**config.mk**
```make
export PLATFORM = sky130hd
export DESIGN_NAME = hexacopter_motor_mixer_core
export DESIGN_NICKNAME = d
export VERILOG_FILES = /design/src/design/hexmix_pkg.sv /design/src/design/hexmix_front.sv /design/src/design/hexmix_queue.sv /design/src/design/hexmix_back.sv /design/src/design/hexacopter_motor_mixer_core.sv
export SDC_FILE = /design/constraint.sdc
export NUM_CORES = 2
export LEC_CHECK = 0
export ABC_AREA = 1
export BUFFER_PORTS_ARGS = -buffer_cell sky130_fd_sc_hd__buf_2
export CAP_MARGIN = 20
export CORE_ASPECT_RATIO = 1.1
export CORE_MARGIN = 2
export CORE_UTILIZATION = 58
export CTS_CLUSTER_SIZE = 28
export DETAILED_ROUTE_END_ITERATION = 16
export GPL_TIMING_DRIVEN = 0
export PLACE_DENSITY = 0.86
export SYNTH_ARGS = -nofsm -noshare
export SYNTH_HDL_FRONTEND = slang
export SYNTH_SLANG_ARGS = --single-unit
```
**constraint.sdc**
```tcl
create_clock -name clock -period 11.4 [get_ports clock]
set_clock_uncertainty 0.1 [all_clocks]
set_input_delay 0.57 -clock clock [delete_from_list [all_inputs] [get_ports clock]]
set_output_delay 0.57 -clock clock [all_outputs]
set_load 0.005 [all_outputs]
```
**src/design/hexmix_pkg.sv**
```systemverilog
// Shared types, constants and register codes for the hexacopter motor mixer.
package hexmix_pkg;

   // Field widths
   localparam int THR_W  = 12;
   localparam int TERM_W = 16;
   localparam int ROLL_W = TERM_W + 1;
   localparam int SEQ_W  = 11;
   localparam int CSR_INDEX_W = 2;

   // Queue between front and back
   localparam int QUEUE_DEPTH = 2;

   // Motors on the frame
   localparam int MOTOR_COUNT = 6;

   // Mixing weights in Q16
   localparam logic [15:0] W_HALF_SHIFT = 16'd15;
   localparam logic [15:0] W_SIN60      = 16'd56753;

   // Test sequence thresholds
   localparam logic [THR_W-1:0] CLEAR_LIMIT = 12'd1300;
   localparam logic [THR_W-1:0] WIN_LO      = 12'd1400;
   localparam logic [THR_W-1:0] WIN_HI      = 12'd1600;
   localparam logic [SEQ_W-1:0] STAGE_A_END = 11'd400;
   localparam logic [SEQ_W-1:0] STAGE_B_END = 11'd1200;
   localparam logic [SEQ_W-1:0] STAGE_C_END = 11'd1500;
   localparam logic [SEQ_W-1:0] ROLL_SPLIT  = 11'd700;
   localparam logic [SEQ_W-1:0] THR_SPLIT   = 11'd1300;
   localparam logic signed [ROLL_W-1:0] ROLL_UP   = 17'sd100;
   localparam logic signed [ROLL_W-1:0] ROLL_DOWN = 17'sd150;

   // Throttle overrides and idle command
   localparam logic [THR_W-1:0] TEST_THR = 12'd1500;
   localparam logic [THR_W-1:0] THR_LOW  = 12'd1200;
   localparam logic [THR_W-1:0] THR_MID  = 12'd1270;
   localparam logic [THR_W-1:0] IDLE_CMD = 12'd800;

   // Register reset values
   localparam logic [THR_W-1:0] MAX_THROTTLE_RST    = 12'd2000;
   localparam logic [THR_W-1:0] MIN_THROTTLE_RST    = 12'd1100;
   localparam logic [THR_W-1:0] STICK_MIN_CHECK_RST = 12'd1100;

   typedef enum logic [CSR_INDEX_W-1:0] {
      CSR_MAX_THROTTLE    = 2'd0,
      CSR_MIN_THROTTLE    = 2'd1,
      CSR_STICK_MIN_CHECK = 2'd2
   } csr_index_type;

   typedef struct packed {
      logic [THR_W-1:0]         throttle_cmd;
      logic signed [TERM_W-1:0] roll_term;
      logic signed [TERM_W-1:0] pitch_term;
      logic signed [TERM_W-1:0] yaw_term;
      logic [THR_W-1:0]         aux_channel;
      logic [THR_W-1:0]         throttle_stick;
      logic                     armed;
      logic                     alt_hold;
   } req_type;

   typedef struct packed {
      logic [THR_W-1:0] motor_0;
      logic [THR_W-1:0] motor_1;
      logic [THR_W-1:0] motor_2;
      logic [THR_W-1:0] motor_3;
      logic [THR_W-1:0] motor_4;
      logic [THR_W-1:0] motor_5;
   } rsp_type;

   // Classified command handed from front to back
   typedef struct packed {
      logic [THR_W-1:0]         thr;
      logic signed [ROLL_W-1:0] roll;
      logic signed [TERM_W-1:0] pitch;
      logic signed [TERM_W-1:0] yaw;
      logic                     idle;
   } cmd_type;

   typedef struct packed {
      logic [THR_W-1:0] max_throttle;
      logic [THR_W-1:0] min_throttle;
      logic [THR_W-1:0] stick_min_check;
   } cfg_type;

endpackage

```
**src/design/hexmix_front.sv**
```systemverilog
// Front end: test sequence counter, throttle override, roll bias and idle decision.
module hexmix_front (
   input  logic               clock,
   input  logic               reset,
   input  logic               accept,
   input  hexmix_pkg::req_type req_payload,
   input  hexmix_pkg::cfg_type cfg,
   output hexmix_pkg::cmd_type cmd
);

   logic [hexmix_pkg::SEQ_W-1:0] seq_count_ff;
   logic [hexmix_pkg::SEQ_W-1:0] seq_count_in;

   logic                                   win;
   logic [hexmix_pkg::THR_W-1:0]           thr;
   logic signed [hexmix_pkg::ROLL_W-1:0]   roll;

   // Run the sequence checks in order; each may feed the next
   always_comb begin
      win = (req_payload.aux_channel > hexmix_pkg::WIN_LO) &&
            (req_payload.aux_channel < hexmix_pkg::WIN_HI);
      seq_count_in = seq_count_ff;
      thr  = req_payload.throttle_cmd;
      roll = hexmix_pkg::ROLL_W'(req_payload.roll_term);

      if ((req_payload.aux_channel != '0) &&
          (req_payload.aux_channel < hexmix_pkg::CLEAR_LIMIT)) begin
         seq_count_in = '0;
      end
      if ((seq_count_in <= hexmix_pkg::STAGE_A_END) && win) begin
         seq_count_in = seq_count_in + 1'b1;
         thr = hexmix_pkg::TEST_THR;
      end
      if ((seq_count_in > hexmix_pkg::STAGE_A_END) &&
          (seq_count_in <= hexmix_pkg::STAGE_B_END) && win) begin
         seq_count_in = seq_count_in + 1'b1;
         thr = hexmix_pkg::TEST_THR;
         if (seq_count_in < hexmix_pkg::ROLL_SPLIT) begin
            roll = roll + hexmix_pkg::ROLL_UP;
         end else begin
            roll = roll - hexmix_pkg::ROLL_DOWN;
         end
      end
      if ((seq_count_in > hexmix_pkg::STAGE_B_END) &&
          (seq_count_in <= hexmix_pkg::STAGE_C_END) && win) begin
         seq_count_in = seq_count_in + 1'b1;
         if (seq_count_in <= hexmix_pkg::THR_SPLIT) begin
            thr = hexmix_pkg::THR_LOW;
         end else if (seq_count_in <= hexmix_pkg::STAGE_C_END) begin
            thr = hexmix_pkg::THR_MID;
         end
      end
   end

   // Build the command for the back end
   always_comb begin
      cmd.thr   = thr;
      cmd.roll  = roll;
      cmd.pitch = req_payload.pitch_term;
      cmd.yaw   = req_payload.yaw_term;
      cmd.idle  = !req_payload.armed ||
                  (!req_payload.alt_hold &&
                   (req_payload.throttle_stick < cfg.stick_min_check));
   end

   // Advance the counter on each transfer
   always_ff @(posedge clock) begin
      if (reset) begin
         seq_count_ff <= '0;
      end else if (accept) begin
         seq_count_ff <= seq_count_in;
      end
   end

endmodule

```
**src/design/hexmix_queue.sv**
```systemverilog
// Short command queue between the front and back ends.
module hexmix_queue #(
   parameter int DEPTH = hexmix_pkg::QUEUE_DEPTH
) (
   input  logic                clock,
   input  logic                reset,
   input  logic                push,
   input  hexmix_pkg::cmd_type push_data,
   output logic                full,
   input  logic                pop,
   output logic                not_empty,
   output hexmix_pkg::cmd_type pop_data
);

   localparam int PTR_W   = $clog2(DEPTH);
   localparam int COUNT_W = $clog2(DEPTH + 1);

   hexmix_pkg::cmd_type entry_ff [DEPTH];

   logic [PTR_W-1:0]   wr_ptr_ff;
   logic [PTR_W-1:0]   rd_ptr_ff;
   logic [COUNT_W-1:0] count_ff;
   logic               do_push;
   logic               do_pop;

   assign full      = (count_ff == COUNT_W'(DEPTH));
   assign not_empty = (count_ff != '0);
   assign do_push   = push && !full;
   assign do_pop    = pop && not_empty;
   assign pop_data  = entry_ff[rd_ptr_ff];

   // Store the entry at the write pointer
   always_ff @(posedge clock) begin
      if (do_push) begin
         entry_ff[wr_ptr_ff] <= push_data;
      end
   end

   // Move the pointers and the fill count
   always_ff @(posedge clock) begin
      if (reset) begin
         wr_ptr_ff <= '0;
         rd_ptr_ff <= '0;
         count_ff  <= '0;
      end else begin
         if (do_push) begin
            wr_ptr_ff <= (wr_ptr_ff == PTR_W'(DEPTH - 1)) ? '0 : wr_ptr_ff + 1'b1;
         end
         if (do_pop) begin
            rd_ptr_ff <= (rd_ptr_ff == PTR_W'(DEPTH - 1)) ? '0 : rd_ptr_ff + 1'b1;
         end
         if (do_push && !do_pop) begin
            count_ff <= count_ff + 1'b1;
         end else if (do_pop && !do_push) begin
            count_ff <= count_ff - 1'b1;
         end
      end
   end

endmodule

```
**src/design/hexmix_back.sv**
```systemverilog
// Back end: Q16 mixing, overshoot shift, clamp and idle override over four stages.
module hexmix_back (
   input  logic                clock,
   input  logic                reset,
   input  hexmix_pkg::cfg_type cfg,
   input  logic                cmd_valid,
   input  hexmix_pkg::cmd_type cmd,
   output logic                cmd_pop,
   output logic                rsp_valid,
   input  logic                rsp_stall,
   output hexmix_pkg::rsp_type rsp_payload
);

   localparam int SW = 40;
   localparam int MW = 20;
   localparam int PW = hexmix_pkg::TERM_W + 17;
   localparam int NM = hexmix_pkg::MOTOR_COUNT;

   // Truncate a Q16 value toward zero
   function automatic logic signed [MW-1:0] trunc_q16(input logic signed [SW-1:0] s);
      logic signed [SW-1:0] q;
      q = s >>> 16;
      if (s[SW-1] && (s[15:0] != '0)) begin
         q = q + 1'b1;
      end
      return MW'(q);
   endfunction

   logic en;

   // Stage 1 registers
   logic                s1_valid_ff;
   hexmix_pkg::cmd_type s1_cmd_ff;
   logic signed [PW-1:0] s1_prod_ff;
   logic signed [PW-1:0] s1_prod_in;

   // Stage 2 registers
   logic                 s2_valid_ff;
   logic                 s2_idle_ff;
   logic signed [MW-1:0] s2_m_ff [NM];
   logic signed [MW-1:0] s2_m_in [NM];

   // Stage 3 registers
   logic                 s3_valid_ff;
   logic                 s3_idle_ff;
   logic signed [MW-1:0] s3_m_ff [NM];
   logic signed [MW-1:0] s3_top_ff;
   logic signed [MW-1:0] s3_top_in;

   // Output registers
   logic                rsp_valid_ff;
   hexmix_pkg::rsp_type rsp_payload_ff;
   logic [hexmix_pkg::THR_W-1:0] motor_in [NM];

   // Hold everything while a result waits
   assign en        = !rsp_valid_ff || !rsp_stall;
   assign cmd_pop   = en && cmd_valid;
   assign rsp_valid = rsp_valid_ff;
   assign rsp_payload = rsp_payload_ff;

   // Stage 1: pitch times sin 60 in Q16
   assign s1_prod_in = cmd.pitch * $signed({1'b0, hexmix_pkg::W_SIN60});

   // Stage 2: weighted sums
   always_comb begin
      logic signed [MW-1:0] ti;
      logic signed [MW-1:0] ri;
      logic signed [MW-1:0] yi;
      logic signed [SW-1:0] int_p;
      logic signed [SW-1:0] int_m;
      logic signed [SW-1:0] half;
      logic signed [SW-1:0] prod;
      ti    = MW'(signed'({1'b0, s1_cmd_ff.thr}));
      ri    = MW'(s1_cmd_ff.roll);
      yi    = MW'(s1_cmd_ff.yaw);
      int_p = SW'(ti + yi) <<< 16;
      int_m = SW'(ti - yi) <<< 16;
      half  = SW'(s1_cmd_ff.roll) <<< hexmix_pkg::W_HALF_SHIFT;
      prod  = SW'(s1_prod_ff);
      s2_m_in[0] = trunc_q16(int_m + half + prod);
      s2_m_in[1] = trunc_q16(int_p - half - prod);
      s2_m_in[2] = trunc_q16(int_p - half + prod);
      s2_m_in[3] = trunc_q16(int_m + half - prod);
      s2_m_in[4] = ti + ri + yi;
      s2_m_in[5] = ti - ri - yi;
   end

   // Stage 3: largest motor through a small tree
   always_comb begin
      logic signed [MW-1:0] a;
      logic signed [MW-1:0] b;
      logic signed [MW-1:0] c;
      logic signed [MW-1:0] d;
      a = (s2_m_ff[1] > s2_m_ff[0]) ? s2_m_ff[1] : s2_m_ff[0];
      b = (s2_m_ff[3] > s2_m_ff[2]) ? s2_m_ff[3] : s2_m_ff[2];
      c = (s2_m_ff[5] > s2_m_ff[4]) ? s2_m_ff[5] : s2_m_ff[4];
      d = (b > a) ? b : a;
      s3_top_in = (c > d) ? c : d;
   end

   // Stage 4: shift down on overshoot, clamp, idle override
   always_comb begin
      logic signed [MW-1:0] hi;
      logic signed [MW-1:0] lo;
      logic signed [MW-1:0] v;
      hi = MW'(signed'({1'b0, cfg.max_throttle}));
      lo = MW'(signed'({1'b0, cfg.min_throttle}));
      for (int i = 0; i < NM; i++) begin
         v = s3_m_ff[i];
         if (s3_top_ff > hi) begin
            v = v - (s3_top_ff - hi);
         end
         if (v < lo) begin
            v = lo;
         end else if (v > hi) begin
            v = hi;
         end
         motor_in[i] = s3_idle_ff ? hexmix_pkg::IDLE_CMD : v[hexmix_pkg::THR_W-1:0];
      end
   end

   // Advance the payload stages
   always_ff @(posedge clock) begin
      if (en) begin
         s1_cmd_ff  <= cmd;
         s1_prod_ff <= s1_prod_in;
         s2_idle_ff <= s1_cmd_ff.idle;
         s2_m_ff    <= s2_m_in;
         s3_idle_ff <= s2_idle_ff;
         s3_m_ff    <= s2_m_ff;
         s3_top_ff  <= s3_top_in;
         rsp_payload_ff.motor_0 <= motor_in[0];
         rsp_payload_ff.motor_1 <= motor_in[1];
         rsp_payload_ff.motor_2 <= motor_in[2];
         rsp_payload_ff.motor_3 <= motor_in[3];
         rsp_payload_ff.motor_4 <= motor_in[4];
         rsp_payload_ff.motor_5 <= motor_in[5];
      end
   end

   // Advance the valid bits
   always_ff @(posedge clock) begin
      if (reset) begin
         s1_valid_ff  <= 1'b0;
         s2_valid_ff  <= 1'b0;
         s3_valid_ff  <= 1'b0;
         rsp_valid_ff <= 1'b0;
      end else if (en) begin
         s1_valid_ff  <= cmd_valid;
         s2_valid_ff  <= s1_valid_ff;
         s3_valid_ff  <= s2_valid_ff;
         rsp_valid_ff <= s3_valid_ff;
      end
   end

endmodule

```
**src/design/hexacopter_motor_mixer_core.sv**
```systemverilog
// An input transfer is written into the queue, then passes through back stages one to three
// and the output register before rsp_valid rises; a stalled output holds it on the way.
// Throughput: one item per cycle while the queue has room; the front counter updates in
// the accept cycle and the back pipeline advances as a whole whenever the output register
// is free or taken. The two-entry queue lets the front keep accepting while a result waits.
// Reset is synchronous, active high: clears the sequence count, queue and valid bits, and
// loads max_throttle 2000, min_throttle 1100, stick_min_check 1100.
module hexacopter_motor_mixer_core #(
   parameter int QUEUE_DEPTH = hexmix_pkg::QUEUE_DEPTH
) (
   input  logic                                 clock,
   input  logic                                 reset,
   input  logic                                 req_valid,
   output logic                                 req_stall,
   input  hexmix_pkg::req_type                  req_payload,
   output logic                                 rsp_valid,
   input  logic                                 rsp_stall,
   output hexmix_pkg::rsp_type                  rsp_payload,
   input  logic                                 csr_valid,
   output logic                                 csr_ready,
   input  logic [hexmix_pkg::CSR_INDEX_W-1:0]   csr_index,
   input  logic [hexmix_pkg::THR_W-1:0]         csr_data
);

   hexmix_pkg::cfg_type cfg_ff;
   hexmix_pkg::cmd_type front_cmd;
   hexmix_pkg::cmd_type queue_cmd;
   logic                queue_full;
   logic                queue_valid;
   logic                queue_pop;
   logic                req_accept;

   assign csr_ready  = 1'b1;
   assign req_stall  = queue_full;
   assign req_accept = req_valid && !queue_full;

   // Write the configuration registers; unknown indexes are dropped
   always_ff @(posedge clock) begin
      if (reset) begin
         cfg_ff.max_throttle    <= hexmix_pkg::MAX_THROTTLE_RST;
         cfg_ff.min_throttle    <= hexmix_pkg::MIN_THROTTLE_RST;
         cfg_ff.stick_min_check <= hexmix_pkg::STICK_MIN_CHECK_RST;
      end else if (csr_valid) begin
         unique case (csr_index)
            hexmix_pkg::CSR_MAX_THROTTLE:    cfg_ff.max_throttle    <= csr_data;
            hexmix_pkg::CSR_MIN_THROTTLE:    cfg_ff.min_throttle    <= csr_data;
            hexmix_pkg::CSR_STICK_MIN_CHECK: cfg_ff.stick_min_check <= csr_data;
            default: ;
         endcase
      end
   end

   hexmix_front u_front (
      .clock       (clock),
      .reset       (reset),
      .accept      (req_accept),
      .req_payload (req_payload),
      .cfg         (cfg_ff),
      .cmd         (front_cmd)
   );

   hexmix_queue #(
      .DEPTH (QUEUE_DEPTH)
   ) u_queue (
      .clock     (clock),
      .reset     (reset),
      .push      (req_valid),
      .push_data (front_cmd),
      .full      (queue_full),
      .pop       (queue_pop),
      .not_empty (queue_valid),
      .pop_data  (queue_cmd)
   );

   hexmix_back u_back (
      .clock       (clock),
      .reset       (reset),
      .cfg         (cfg_ff),
      .cmd_valid   (queue_valid),
      .cmd         (queue_cmd),
      .cmd_pop     (queue_pop),
      .rsp_valid   (rsp_valid),
      .rsp_stall   (rsp_stall),
      .rsp_payload (rsp_payload)
   );

endmodule

```
==> impl_results.md <==
* Outcome: complete, no violations
* Crit path time final at 8.64 ns
* Num Clock Sinks at 589
* R2R Setup Slk at 2.76 ns
* WL/cell at 19.6 um
* Layout fillers at 7,055
* Hold WC Path Type: input pin to flip-flop
* Layout cells sized above 1 at 7.49%
* Post-CTS Setup Bufs at 0
* Post-Syn Instances at 5,830
* # port buffers at 178
* Sequential share of the synthesized area at 33.9%
* Ranking of synthesized cells by area: edfxtp_1 (32%), ha_1 (17%), nand2_1 (7.4%)
* Die area at 89,600 sq um
* Gpl congestion at 1.02
* TritonCTS clock tree: done
* Crit path from: cfg_ff[24]$_SDFFE_PP0P_
* Initial Util at 58.5%
* # resized after CTS at 0
* CP Launch Type: flip-flop
* Worst setup path endpoint: u_back.rsp_payload[7]$_SDFFCE_PP0N_
* CP Capture Type: flip-flop
* Number of max-cap violations at 0
* Area of the core at 86,400 sq um
* Die width at 286 um
* Post-synth EDFFs at 533
* Vias per Instance at 5.74
* H-tree depth at 2
* Reg2reg start: cfg_ff[24]$_SDFFE_PP0P_
* Number of global-route vias before repair at 41,200
* Most frequent CP cell: nand2_1
* Final nets at 7,044
* Largest net degree at the start of global routing at 131
* Footprint of the multi-input gates at 29,700 sq um
* Fmax at 116 MHz
* DP Area at 53,200 sq um
* Setup violations, final at 0
* RR Endpoint: u_back.rsp_payload[7]$_SDFFCE_PP0N_
* I/O pin count at 180
* Synth area leader: edfxtp_1
* Detail Route Antenna Nets at 0
* Syn Area/Cell at 8.67 sq um
* Post-synth net total at 6,752
* Post-route DRC at 0
* RSZ-0062 raised after global routing: false
* Worst r2r path cells at 31
* TNS Setup at 0 ns
* Final hold vios at 0
* Clk_lat worst skew at 0.69 ns
* Post-synth top cells: nand2_1 (994), inv_1 (842), ha_1 (681), a21oi_1 (561), edfxtp_1 (533)
* Clock Path Buffers at 3
* YS warnings at 0
* Distinct cell type count after synthesis at 78
* Worst Slack Setup Final at 2.76 ns
* Global route overflow at 0
* FF+latch count, synth at 589
* Hold buffer count at cts at 32
* CP max FO at 14
* Initial antenna violation count at 0
* DP Wirelength at 117,000 um
* Dominant synthesized flop cell: edfxtp_1
* First-pass GRT wire length at 221,000 um
* Clock transition at path regs at 0.06 ns
* Final Slew Violations at 0
* Critical path's slowest cell: dfxtp_1
* Ys async rst share at 0%
* CTS buffer count at 59
* Place WS at 3.00 ns
* Area Overhead vs Synth at 9.97%
* Via count of the routed design at 42,000
* Mapped cell area at 50,600 sq um
* Clk root buf: clkbuf_16
* Req. time, crit path at 11.74 ns
* Most frequent cell after synthesis: nand2_1
* Die Y at 314 um
* Relative slew slack at 13.3%
* Tot GR Track Use at 31.7%
* Fin area at 55,600 sq um
* Final worst-path cycle share at 75.8%
* Total Wirelength at 143,000 um
* Yosys top cell area share at 31.7%
* Worst path arrival time at 8.97 ns
* Initial DRT Pass Iterations at 6
* Row Count at 113
* Worst Tran Pin Value at 1.30 ns
* FF/Latch Area at 17,100 sq um
* Iter 0 DRT Violations at 3,157
* CP Class: flip-flop to flip-flop
* Worst stage delay on the critical path at 0.94 ns
-- cells in the final DEF (no fill, tap or decap), types with 75 or more instances in the layout --
cell	netlist	routed
a21oi_1	561	561
buf_2	12	190
clkbuf_1	90	96
edfxtp_1	533	533
fa_1	136	136
ha_1	681	681
inv_1	842	842
nand2_1	994	993
nand3_1	274	274
nand4_1	75	75
nor2_1	323	321
o21ai_0	321	321
xnor2_1	97	96
xor2_1	287	287
-- per-layer routing --
layer / vias to the layer above / track usage [%] / part of all wire (%)
met4: 0 / 22.1 / 8.0
met2: 1555 / 54.3 / 47
met1: 19500 / 37.4 / 39
met3: 474 / 3.61 / 5.6
met5: - / 0 / 0
li1: 20500 / - / -
-- worst max-delay path, delay by kind of cell (launching register included) --
| family | cells | cell delay, ns |
|---|---|---|
| adders and majority gates | 3 | 1.10 |
| AOI/OAI and AO/OA | 5 | 1.29 |
| DFF | 1 | 0.94 |
| buffers and inverters | 8 | 3.00 |
| and+or+nand+nor | 15 | 1.92 |
-- cell families after synthesis --
group	Yosys count	share of synthesized area, %
simple gates	1849	15.8
mux	61	1.35
flops	589	33.9
xor+xnor	384	6.65
compound gates	1151	12.7
other cells	1	0.00742
fa+ha+maj	817	22.2
buf+inv	978	7.39
-- worst min-delay path by stage --
stage / depth (start not counted) / startpoint / end / slack [ns]
after floorplan: 0 / u_back.s1_cmd_ff[0]$_DFFE_PN_ / u_back.s2_idle_ff$_DFFE_PN_ / 0.30
after global placement: 0 / u_back.s1_cmd_ff[0]$_DFFE_PN_ / u_back.s2_idle_ff$_DFFE_PN_ / 0.31
after detailed placement: 0 / u_back.s1_cmd_ff[0]$_DFFE_PN_ / u_back.s2_idle_ff$_DFFE_PN_ / 0.33
after CTS: 1 / req_payload[31] / u_queue.entry_ff[0][6]$_DFFE_PP_ / 0.006
after global routing: 1 / req_payload[32] / u_queue.entry_ff[0][7]$_DFFE_PP_ / 0.02
final: 1 / req_payload[31] / u_queue.entry_ff[1][6]$_DFFE_PP_ / 0.03
-- area by class of cell --
type,count,share of cell area (%)
sequential,589,30.8
multi-input combinational,4263,53.5
inverter,861,5.82
antenna,1,0.00450
clock buffer,65,2.70
tap,1150,2.59
timing repair buffer,231,2.68
buffer,117,0.898
clock inverter,44,1.03
-- registers in the layout (all words and copies together) (netlist names), named ones only --
name,count
u_back.rsp_valid,1
u_back.s2_idle_ff,1
u_back.s2_m_ff,118
u_back.s1_valid_ff,1
u_queue.rd_ptr_ff,1
u_back.s3_valid_ff,1
u_back.s1_cmd_ff,46
u_back.s2_valid_ff,1
u_queue.count_ff,2
cfg_ff,36
u_queue.wr_ptr_ff,1
u_front.seq_count_ff,11
u_queue.entry_ff,124
u_back.s3_top_ff,20
u_back.rsp_payload,72
u_back.s1_prod_ff,33
u_back.s3_m_ff,118
u_back.s3_idle_ff,1
-- per-stage QoR --
stage	utilization, %	cells	hold slack [ns]
after CTS	64.4	7318	0.00592
after global routing	64.4	7320	0.0154
after detailed placement	61.6	7177	0.333
after floorplan	-	5830	0.300
final	64.4	7321	0.0304
after global placement	61.2	7158	0.309
Power is not shown: default switching activity piles up to over one toggle a cycle in this logic, so the estimate is an artifact.
